$ cat src/hw/rtl/uuid_text_parser_macros.svh
// ---------------------------------------------------------------------------
// Assertion macros for the UUID text parser
// Shared shorthand for clocked checks with reset disable.
// ---------------------------------------------------------------------------
`ifndef UUID_TEXT_PARSER_MACROS_SVH
`define UUID_TEXT_PARSER_MACROS_SVH

// Same-cycle implication, checked at every rising edge out of reset.
`define UTP_ASSERT_NOW(lbl, ante, cons) \
  lbl: assert property (@(posedge clk) disable iff (!rst_n) (ante) |-> (cons)) \
    else $error("utp same-cycle check failed");

// Next-cycle implication, checked at every rising edge out of reset.
`define UTP_ASSERT_NEXT(lbl, ante, cons) \
  lbl: assert property (@(posedge clk) disable iff (!rst_n) (ante) |=> (cons)) \
    else $error("utp next-cycle check failed");

`endif

$ cat src/hw/rtl/utp_pkg.sv
// ---------------------------------------------------------------------------
// UUID text parser package
// Item types, parse operation format and character constants.
// ---------------------------------------------------------------------------
package utp_pkg;

  localparam int POS_W = 6;
  localparam logic [POS_W-1:0] POS_END  = 6'd36;
  localparam logic [POS_W-1:0] POS_IDLE = 6'd37;

  localparam logic [7:0] DASH_CHAR = 8'h2d;
  localparam logic [7:0] NUL_CHAR  = 8'h00;

  typedef struct packed {
    logic [7:0] char_code;
    logic       first_char;
  } in_item_t;

  typedef struct packed {
    logic [31:0] time_low;
    logic [15:0] time_mid;
    logic [15:0] time_hi_version;
    logic [15:0] clock_seq;
    logic [47:0] node;
    logic        format_status;
  } out_item_t;

  typedef enum logic [2:0] {
    OP_LOW,
    OP_MID,
    OP_HI,
    OP_CLK,
    OP_NODE,
    OP_DASH,
    OP_END
  } op_kind_t;

  // One classified character handed from the front to the back.
  typedef struct packed {
    logic       start;
    op_kind_t   kind;
    logic [3:0] nibble;
    logic [1:0] slot;
    logic       bad;
  } op_t;

  // Returns {not_hex, nibble}; the nibble is zero for a non-hex character.
  function automatic logic [4:0] hex_decode(input logic [7:0] c);
    logic [4:0] res;
    res = 5'b10000;
    if (c inside {[8'h30:8'h39]}) begin
      res = {1'b0, c[3:0]};
    end else if (c inside {[8'h41:8'h46]}) begin
      res = {1'b0, 4'(c - 8'h37)};
    end else if (c inside {[8'h61:8'h66]}) begin
      res = {1'b0, 4'(c - 8'h57)};
    end
    return res;
  endfunction

endpackage

$ cat src/hw/rtl/utp_fifo.sv
// ---------------------------------------------------------------------------
// UUID text parser queue
// Small first-in first-out register queue with full and empty flags.
// ---------------------------------------------------------------------------
module utp_fifo #(
  parameter int WIDTH = 8,
  parameter int DEPTH = 2
) (
  input  logic             clk,
  input  logic             rst_n,
  input  logic             push,
  input  logic [WIDTH-1:0] wr_data,
  output logic             full,
  input  logic             pop,
  output logic [WIDTH-1:0] rd_data,
  output logic             empty
);

`include "uuid_text_parser_macros.svh"

  localparam int PTR_W = (DEPTH > 1) ? $clog2(DEPTH) : 1;
  localparam int CNT_W = $clog2(DEPTH + 1);
  localparam logic [PTR_W-1:0] PTR_LAST = PTR_W'(DEPTH - 1);
  localparam logic [CNT_W-1:0] CNT_FULL = CNT_W'(DEPTH);

  logic [WIDTH-1:0] slots_r [DEPTH];
  logic [PTR_W-1:0] wr_ptr_r, wr_ptr_nxt;
  logic [PTR_W-1:0] rd_ptr_r, rd_ptr_nxt;
  logic [CNT_W-1:0] count_r, count_nxt;
  logic             wr_en;
  logic             rd_en;

  assign full    = (count_r == CNT_FULL);
  assign empty   = (count_r == '0);
  assign wr_en   = push && !full;
  assign rd_en   = pop && !empty;
  assign rd_data = slots_r[rd_ptr_r];

  always_comb begin
    wr_ptr_nxt = wr_ptr_r;
    rd_ptr_nxt = rd_ptr_r;
    count_nxt  = count_r;
    if (wr_en) begin
      wr_ptr_nxt = (wr_ptr_r == PTR_LAST) ? '0 : wr_ptr_r + 1'b1;
    end
    if (rd_en) begin
      rd_ptr_nxt = (rd_ptr_r == PTR_LAST) ? '0 : rd_ptr_r + 1'b1;
    end
    if (wr_en && !rd_en) begin
      count_nxt = count_r + 1'b1;
    end else if (rd_en && !wr_en) begin
      count_nxt = count_r - 1'b1;
    end
  end

  always_ff @(posedge clk) begin
    if (!rst_n) begin
      wr_ptr_r <= '0;
      rd_ptr_r <= '0;
      count_r  <= '0;
    end else begin
      wr_ptr_r <= wr_ptr_nxt;
      rd_ptr_r <= rd_ptr_nxt;
      count_r  <= count_nxt;
    end
  end

  always_ff @(posedge clk) begin
    if (wr_en) begin
      slots_r[wr_ptr_r] <= wr_data;
    end
  end

  `UTP_ASSERT_NOW(a_count_bound, 1'b1, count_r <= CNT_FULL)
  `UTP_ASSERT_NEXT(a_push_fills, wr_en && !rd_en, !empty)
  `UTP_ASSERT_NEXT(a_last_pop_drains, rd_en && !wr_en && (count_r == 1), empty)

endmodule

$ cat src/hw/rtl/utp_front.sv
// ---------------------------------------------------------------------------
// UUID text parser front end
// Tracks the character position and classifies each character.
// ---------------------------------------------------------------------------
module utp_front
  import utp_pkg::*;
(
  input  logic     clk,
  input  logic     rst_n,
  input  logic     accept,
  input  in_item_t item,
  output logic     op_push,
  output op_t      op
);

  logic [POS_W-1:0] pos_r, pos_nxt;
  logic [POS_W-1:0] pos_cur;
  logic             ignore;
  logic [4:0]       hex;

  assign pos_cur = item.first_char ? '0 : pos_r;
  // Characters outside a string (after reset or past the terminator) are dropped.
  assign ignore  = !item.first_char && (pos_r >= POS_IDLE);
  assign op_push = accept && !ignore;
  assign hex     = hex_decode(item.char_code);

  always_comb begin
    op.start  = item.first_char;
    op.kind   = OP_NODE;
    op.nibble = hex[3:0];
    op.slot   = 2'd0;
    op.bad    = hex[4];
    if (pos_cur == POS_END) begin
      op.kind = OP_END;
      op.bad  = (item.char_code != NUL_CHAR);
    end else if (pos_cur inside {6'd8, 6'd13, 6'd18, 6'd23}) begin
      op.kind = OP_DASH;
      op.bad  = (item.char_code != DASH_CHAR);
    end else if (pos_cur < 6'd8) begin
      op.kind = OP_LOW;
    end else if (pos_cur < 6'd13) begin
      op.kind = OP_MID;
    end else if (pos_cur < 6'd18) begin
      op.kind = OP_HI;
    end else if (pos_cur < 6'd23) begin
      // The clock sequence is byte-swapped: pick the nibble slot directly.
      op.kind = OP_CLK;
      case (pos_cur)
        6'd19:   op.slot = 2'd1;
        6'd20:   op.slot = 2'd0;
        6'd21:   op.slot = 2'd3;
        default: op.slot = 2'd2;
      endcase
    end
  end

  always_comb begin
    pos_nxt = pos_r;
    if (op_push) begin
      pos_nxt = (pos_cur == POS_END) ? POS_IDLE : pos_cur + 1'b1;
    end
  end

  always_ff @(posedge clk) begin
    if (!rst_n) begin
      pos_r <= POS_IDLE;
    end else begin
      pos_r <= pos_nxt;
    end
  end

endmodule

$ cat src/hw/rtl/utp_back.sv
// ---------------------------------------------------------------------------
// UUID text parser back end
// Applies classified characters to the field accumulators and emits results.
// ---------------------------------------------------------------------------
module utp_back
  import utp_pkg::*;
(
  input  logic      clk,
  input  logic      rst_n,
  input  logic      op_valid,
  input  op_t       op,
  output logic      op_pop,
  input  logic      res_full,
  output logic      res_push,
  output out_item_t res
);

  logic        err_r, err_nxt;
  logic [31:0] low_r, low_nxt;
  logic [15:0] mid_r, mid_nxt;
  logic [15:0] hi_r, hi_nxt;
  logic [15:0] clk_r, clk_nxt;
  logic [47:0] node_r, node_nxt;

  logic        err_b;
  logic [31:0] low_b;
  logic [15:0] mid_b;
  logic [15:0] hi_b;
  logic [15:0] clk_b;
  logic [47:0] node_b;
  logic        is_end;

  assign is_end   = (op.kind == OP_END);
  // The terminator waits for room in the result queue; other items never stall.
  assign op_pop   = op_valid && !(is_end && res_full);
  assign res_push = op_pop && is_end;

  always_comb begin
    // A start character works on cleared accumulators.
    err_b  = op.start ? 1'b0  : err_r;
    low_b  = op.start ? '0    : low_r;
    mid_b  = op.start ? '0    : mid_r;
    hi_b   = op.start ? '0    : hi_r;
    clk_b  = op.start ? '0    : clk_r;
    node_b = op.start ? '0    : node_r;

    err_nxt  = err_b | op.bad;
    low_nxt  = low_b;
    mid_nxt  = mid_b;
    hi_nxt   = hi_b;
    clk_nxt  = clk_b;
    node_nxt = node_b;
    case (op.kind)
      OP_LOW:  low_nxt  = {low_b[27:0], op.nibble};
      OP_MID:  mid_nxt  = {mid_b[11:0], op.nibble};
      OP_HI:   hi_nxt   = {hi_b[11:0], op.nibble};
      OP_CLK:  clk_nxt[{op.slot, 2'b00} +: 4] = op.nibble;
      OP_NODE: node_nxt = {node_b[43:0], op.nibble};
      default: ;
    endcase

    res.format_status   = err_nxt;
    res.time_low        = err_nxt ? '0 : low_b;
    res.time_mid        = err_nxt ? '0 : mid_b;
    res.time_hi_version = err_nxt ? '0 : hi_b;
    res.clock_seq       = err_nxt ? '0 : clk_b;
    res.node            = err_nxt ? '0 : node_b;
  end

  always_ff @(posedge clk) begin
    if (!rst_n) begin
      err_r <= 1'b0;
    end else if (op_pop) begin
      err_r <= err_nxt;
    end
  end

  always_ff @(posedge clk) begin
    if (op_pop) begin
      low_r  <= low_nxt;
      mid_r  <= mid_nxt;
      hi_r   <= hi_nxt;
      clk_r  <= clk_nxt;
      node_r <= node_nxt;
    end
  end

endmodule

$ cat src/hw/rtl/uuid_text_parser.sv
// ---------------------------------------------------------------------------
// UUID text parser
// Converts 8-4-4-4-12 UUID text, one character per item, into binary fields.
// ---------------------------------------------------------------------------
// The parser takes one character per clock cycle for as long as the result
// side keeps draining. A front stage tracks the position in the string and
// classifies each character; a queue of OP_DEPTH entries carries it to a
// back stage that updates the field accumulators once per character, at one
// item per cycle unless a terminator waits for room in the result queue.
// The character at position 36 yields one result, flagged in format_status
// if it is not NUL, and held in a result queue of RES_DEPTH entries that
// feeds the result ports. A character with first_char set always restarts
// the string; characters outside a string are dropped without a result.
module uuid_text_parser
  import utp_pkg::*;
#(
  parameter int OP_DEPTH  = 2,
  parameter int RES_DEPTH = 2
) (
  input  logic      clk,
  input  logic      rst_n,
  input  logic      in_push,
  output logic      in_full,
  input  in_item_t  in_item,
  input  logic      out_pop,
  output logic      out_empty,
  output out_item_t out_item
);

  logic      op_push;
  op_t       op_wr;
  op_t       op_rd;
  logic      op_empty;
  logic      op_pop;
  logic      res_push;
  logic      res_full;
  out_item_t res_wr;
  logic      in_accept;

  assign in_accept = in_push && !in_full;

  utp_front u_front (
    .clk     (clk),
    .rst_n   (rst_n),
    .accept  (in_accept),
    .item    (in_item),
    .op_push (op_push),
    .op      (op_wr)
  );

  utp_fifo #(
    .WIDTH ($bits(op_t)),
    .DEPTH (OP_DEPTH)
  ) u_op_q (
    .clk     (clk),
    .rst_n   (rst_n),
    .push    (op_push),
    .wr_data (op_wr),
    .full    (in_full),
    .pop     (op_pop),
    .rd_data (op_rd),
    .empty   (op_empty)
  );

  utp_back u_back (
    .clk      (clk),
    .rst_n    (rst_n),
    .op_valid (!op_empty),
    .op       (op_rd),
    .op_pop   (op_pop),
    .res_full (res_full),
    .res_push (res_push),
    .res      (res_wr)
  );

  utp_fifo #(
    .WIDTH ($bits(out_item_t)),
    .DEPTH (RES_DEPTH)
  ) u_res_q (
    .clk     (clk),
    .rst_n   (rst_n),
    .push    (res_push),
    .wr_data (res_wr),
    .full    (res_full),
    .pop     (out_pop),
    .rd_data (out_item),
    .empty   (out_empty)
  );

endmodule

$ cat config.mk
export PLATFORM = sky130hd
export DESIGN_NAME = uuid_text_parser
export DESIGN_NICKNAME = d
export VERILOG_FILES = /design/src/hw/rtl/utp_pkg.sv /design/src/hw/rtl/utp_fifo.sv /design/src/hw/rtl/utp_front.sv /design/src/hw/rtl/utp_back.sv /design/src/hw/rtl/uuid_text_parser.sv
export VERILOG_INCLUDE_DIRS = /design/src /design/src/hw/rtl
export SDC_FILE = /design/constraint.sdc
export NUM_CORES = 1
export LEC_CHECK = 0
export BUFFER_PORTS_ARGS = -buffer_cell sky130_fd_sc_hd__buf_4
export CAP_MARGIN = 5
export CORE_ASPECT_RATIO = 1.25
export CORE_UTILIZATION = 27
export DETAILED_ROUTE_END_ITERATION = 10
export PLACE_DENSITY = 0.43
export SLEW_MARGIN = 5
export SYNTH_ARGS = -nofsm -noshare
export SYNTH_HDL_FRONTEND = slang
export SYNTH_HIERARCHICAL = 1
export SYNTH_SLANG_ARGS = --single-unit
$ cat constraint.sdc
create_clock -name clk -period 9.9 [get_ports clk]
set_input_delay 0.99 -clock clk [delete_from_list [all_inputs] [get_ports clk]]
set_output_delay 0.99 -clock clk [all_outputs]
set_load 0.02 [all_outputs]
---- Word level (Yosys, flattened, before mapping) ----
Memories as Yosys holds them, arrays and structs flattened. A register that Yosys moved wholly into a read port is not among the register bits.
Cells that the tools add are included.
storage, ports and cells
  memories ................................ 2
  output and inout bits ................... 131
  memory bits (writable) .................. 280
  latch bits .............................. 0
  memory bits (read-only) ................. 0
  word-level logic and storage cells ...... 145
  flip-flop bits (word level) ............. 143
  bits of input ports ..................... 13
memories
  name             depth  bits a word  rd ports  clocked after Yosys merged registers in  write ports  RTL line        text
  u_res_q.slots_r  2      129          1         1                                        1            utp_fifo.sv:26  logic [WIDTH-1:0] slots_r [DEPTH];
  u_op_q.slots_r   2      11           1         1                                        1            utp_fifo.sv:26
operators by class
  bitwise gates (word level) .............. 1
  div/mod/pow operators ................... 0
  multipliers ............................. 0
  reduce and logical (&&, ||, !) cells .... 35
  $lt $le $gt $ge ......................... 11
  muxes and demuxes ....................... 53
  shift operators ......................... 2
  $add $sub $neg .......................... 12
  equality and inequality tests ........... 16
operators by type and width
  kind                                                               number
  2-to-1 mux 16 bit                                                  9
  2-to-1 mux 48 bit                                                  3
  2-to-1 mux 32 bit                                                  3
  equality test 6 x 5 -> 1 bit, second input constant                5
  2-to-1 mux 2 bit                                                   10
  2-to-1 mux 3 bit                                                   6
  logical AND 1 bit                                                  17
  bitwise mux 16 bit                                                 1
  greater-or-equal comparator 8 x 7 -> 1 bit, second input constant  2
  less-or-equal comparator 8 x 7 -> 1 bit, second input constant     2
  variable shift 4 x 6 -> 16 bit, first input constant               1
  indexed part select 4 x 6 -> 16 bit                                1
  2-to-1 mux 1 bit                                                   15
  2-to-1 mux 5 bit                                                   3
  equality test 6 x 4 -> 1 bit, second input constant                2
  less-than comparator 6 x 4 -> 1 bit, second input constant         2
  less-than comparator 6 x 5 -> 1 bit, second input constant         2
  2-to-1 mux 6 bit                                                   2
  zero test 1 bit                                                    11
  greater-or-equal comparator 8 x 6 -> 1 bit, second input constant  1
  less-or-equal comparator 8 x 6 -> 1 bit, second input constant     1
  inequality test 8 x 6 -> 1 bit, second input constant              1
  nonzero test 8 bit                                                 1
  subtractor 4 x 3 -> 4 bit, second input constant                   2
  other kinds (17)                                                   27

---- Depth between registers and ports, before layout ----
  depth in word-level cells ............... 10
  depth in mapped cells ................... 12
  gate-level depth less buffers ........... 12

---- Cells and area by module ----
The synthesis kept the hierarchy.
by module, submodules not included
  module              times used  area each (um^2)  cells each  seq. area each (um^2)
  utp_fifo (u_res_q)  1           9,574.2           426         7,847.5
  utp_back            1           6,875.3           731         3,863.7
  utp_fifo (u_op_q)   1           1,023.5           59          760.7
  utp_front           1           758.2             104         120.1
  uuid_text_parser    1           17.5              2           0.0

---- Worst setup path after synthesis ----
OpenSTA, ideal clock, no wires.
  path kind ............................... flip-flop to flip-flop
  start point ............................. register (tool-made name)
  end point ............................... memory u_res_q/slots_r[0][0] (netlist bit), enable pin
  setup time .............................. 0.594 ns
  slack ................................... -0.481 ns
  required time ........................... 9.306 ns
  cell stages (with the launch flop) ...... 9
  path buffers ............................ 2
  arrival time ............................ 9.786 ns
  period minus slack after synthesis ...... 10.381 ns
  cell sequence ........................... dfxtp_1 -> buf_2 -> mux2_2 -> buf_2 -> nand4b_1 -> and2_1 -> and4b_1 -> inv_1 -> nor3_2
RTL lines
  item           RTL line
  end, declared  utp_fifo.sv:26

==> run_results.csv <==
group,metric,value,unit
setup_path,cp.arrival,4.98,ns
power,ir_drop,0.0001136,V
timing,hold_viol,0,
timing,fmax,0.2088,GHz
power,p_sw_frac,0.3327,
setup_path,slowest_delay,0.74,ns
synth,synthCells,1322,
timing,fin_skew,0.01534,ns
routing,wl_per_cell,17.99,um
setup_path,path_class,"flop to flop",
cts,cts_tree,"yes",
global_routing,grt-ovfl-total,0,
power,leakage,7.509,nW
routing,route.detailed.drc,0,
floorplan,placementRows,106,
setup_path,critPathCaptureType,"flop",
synth,synth_top_area_frac,0.6714,
routing,wl_met2,21.47,mm
cells_and_area,layout-drive-gt1-share,0.2576,
timing,worst_pin_slew,1.130,ns
floorplan,fp.dieW,234.5,um
placed_design,dp_hpwl,24.82,mm
setup_path,critPathBufInv,2,
synth,syn_avg_cell_area,13.80,um^2
global_routing,antenna_found_initial,0,
synth,synth.cell_area,18250,um^2
cts,cts.sinks,425,
timing,report.final.slew_viol_count,0,
synth,synth-edff-count,408,
synth,synth.most_common_cell,"edfxtp_1",
synth,yosys_warnings,6,
timing,fin_ws,5.111,ns
routing,via_per_inst,4.424,
cts,cts_htree_levels,2,
synth,synthesis.nets,1346,
floorplan,start_util,0.2730,
floorplan,die_h,292.7,um
cts,holdBufCountCts,0,
placed_design,globalplace.congestion,0.7054,
cts,cts_buffer_depth,3,
cells_and_area,num-nets-final,1468,
floorplan,io_pins,144,
power,p_int,0.004240,W
power,total_power,0.006353,W
setup_path,critPathTopFamily,"simple AND/OR/NAND/NOR gates",
routing,wl_met1,17.95,mm
setup_path,crit_required,10.09,ns
timing,setup_viol,0,
synth,yosysTopAreaCell,"edfxtp_1",
min_path,min_path_type,"flop to flop",
routing,drt_iter0_markers,496,
timing,layout_min_cycle_time,4.789,ns
setup_path,slowest_stage,"and2_4",
timing,rsz0062_at_grt,"no",
cts,insertion_delay,0.57,ns
cells_and_area,finalNonFillerCells,2339,
cells_and_area,register_area,12600,um^2
power,power_density,295.3,nW/um^2
synth,async_reset_ff_frac,0,
cells_and_area,area_growth,17.88,%
setup_path,path_common_cell,"buf_4",
synth,ys_seq_area_frac,0.6900,
setup_path,path_cells,"mux2_2, nand4b_1, and2_4, and4b_1, and3_4, buf_4, buf_4",
cts,post_cts_resized,0,
global_routing,grt_pass1_vias,10490,
floorplan,dieArea,68640,um^2
cts,cts_buffers,48,
routing,wl,42.07,mm
cts,cts_root_buffer,"clkbuf_16",
timing,fin_crit_sh,0.4837,
status,outcome,"finished, final reports clean",
synth,ys_top_cells_by_area,"edfxtp_1, mux2_2, nand2_1, and2_1, a21oi_1",
timing,relSlewSlack,0.2467,
synth,yosys-top-cells-count,"edfxtp_1, nand2_1, mux2_2",
cells_and_area,multiInputGateArea,5136,um^2
cts,postCtsSetupBuffers,0,
timing,setup_tns,0,ns
setup_path,worst-path-max-fanout,67,
power,p_switching,0.002114,W
min_path,holdPathStages,2,
cts,path_clk_slew,0.06,ns
global_routing,grt_pass1_wl,63.27,mm
global_routing,grt_util_all_layers,0.1211,
setup_path,r2r_cells,7,
synth,ys_seq_elements,425,
cells_and_area,diodes,0,
placed_design,portBuffers,143,
power,p_comb_frac,0.289,
setup_path,worst-path-stages,7,
global_routing,grt_max_degree,131,
routing,drtPass1Iterations,4,
setup_path,start_kind,"flop",
routing,top_layer,"met4",
routing,ant_nets,0,
routing,vias,10350,
job,drv_cap,0,
synth,synthFlopType,"edfxtp_1",
routing,dr_wl_met3,1.783,mm
floorplan,coreArea,66840,um^2
placed_design,post-place-ws,4.858,ns
power,seqPwrFrac,0.446,
cells_and_area,n_fill_cell,6704,
synth,ys_types,62,
placed_design,placedCellCount,2258,
power,power_frac_clock,0.264,
-- layer usage --
| metal | track usage | vias to the layer above |
|---|---|---|
| met3 | 0.02385 | 59 |
| met4 | 0.03478 | 0 |
| met5 | 0 | - |
| met2 | 0.2117 | 184 |
| li1 | - | 5015 |
| met1 | 0.1492 | 5090 |
-- worst register-to-register path, cell delays in order, from the launching register on --
cell and delay (ns):
dfxtp_1 0.64, mux2_2 0.53, nand4b_1 0.17, and2_4 0.74, and4b_1 0.37, and3_4 0.51, buf_4 0.72, buf_4 0.71
-- cells by family after synthesis --
kind of cell / after synthesis / synth area share
multiplexers: 142 / 0.08749
adder cells (fa/ha/maj): 11 / 0.007542
AO/OA/AOI/OAI: 172 / 0.05252
flip-flops: 425 / 0.6900
AND/OR/NAND/NOR: 466 / 0.1284
XOR/XNOR: 8 / 0.003840
buffers and inverters: 98 / 0.03017
-- cell type report --
cell class | count | area share
timing repair buffer | 156 | 0.05502
multi-input combinational | 799 | 0.2388
sequential | 425 | 0.5855
tap | 864 | 0.05025
inverter | 14 | 0.002443
clock buffer | 64 | 0.06200
clock inverter | 17 | 0.005991
-- flip-flops by register name, indices dropped and copies added (netlist names), 2 cells and up, named ones only --
name / flops
u_res_q/slots_r: 258
u_back/node_r: 48
u_back/low_r: 32
u_op_q/slots_r: 22
u_back/clk_r: 16
u_back/hi_r: 16
u_back/mid_r: 16
u_front/pos_r: 6
u_op_q/count_r: 2
u_res_q/count_r: 2
-- cells in the final DEF, fill, tap and decap left out, types with 9 or more instances in the layout --
cell type	instances
nand3_1	15
nor2_1	30
o21ai_1	9
clkbuf_16	50
inv_1	13
ha_1	11
mux2_2	139
clkbuf_1	11
nand2_1	249
dfxtp_1	16
o21ai_0	32
a21oi_1	101
edfxtp_1	408
buf_4	155
and2_1	118
-- path summary, 6_finish.rpt --
check	end	from	slack [ns]
worst min register to register	u_res_q/count_r[1]	u_res_q/count_r[1]	0.52
worst max register to register	u_res_q/slots_r[1][47]	flop	5.11
worst min-delay path	u_res_q/count_r[1]	u_res_q/count_r[1]	0.52
worst max-delay path	u_res_q/slots_r[1][47]	flop	5.11
-- power by group through the flow --
stage          registers (W)  logic (W)  clock network (W)
2_1_floorplan        0.00275    0.00135                  0
3_3_place_gp         0.00287    0.00188                  0
3_5_place_dp         0.00288    0.00189                  0
4_1_cts              0.00285    0.00190            0.00174
5_1_grt              0.00290    0.00203            0.00180
6_report             0.00284    0.00184            0.00168
-- metrics by stage --
step,area [um^2],hold WS (ns),utilization
after detailed placement,20050,0.5106,0.2999
after global placement,20050,0.4973,0.2999
final,21510,0.5184,0.3218
after CTS,21510,0.5195,0.3218
after floorplan,18260,0.4833,-
after global routing,21510,0.5469,0.3218
(Power assumes the default switching activity.)
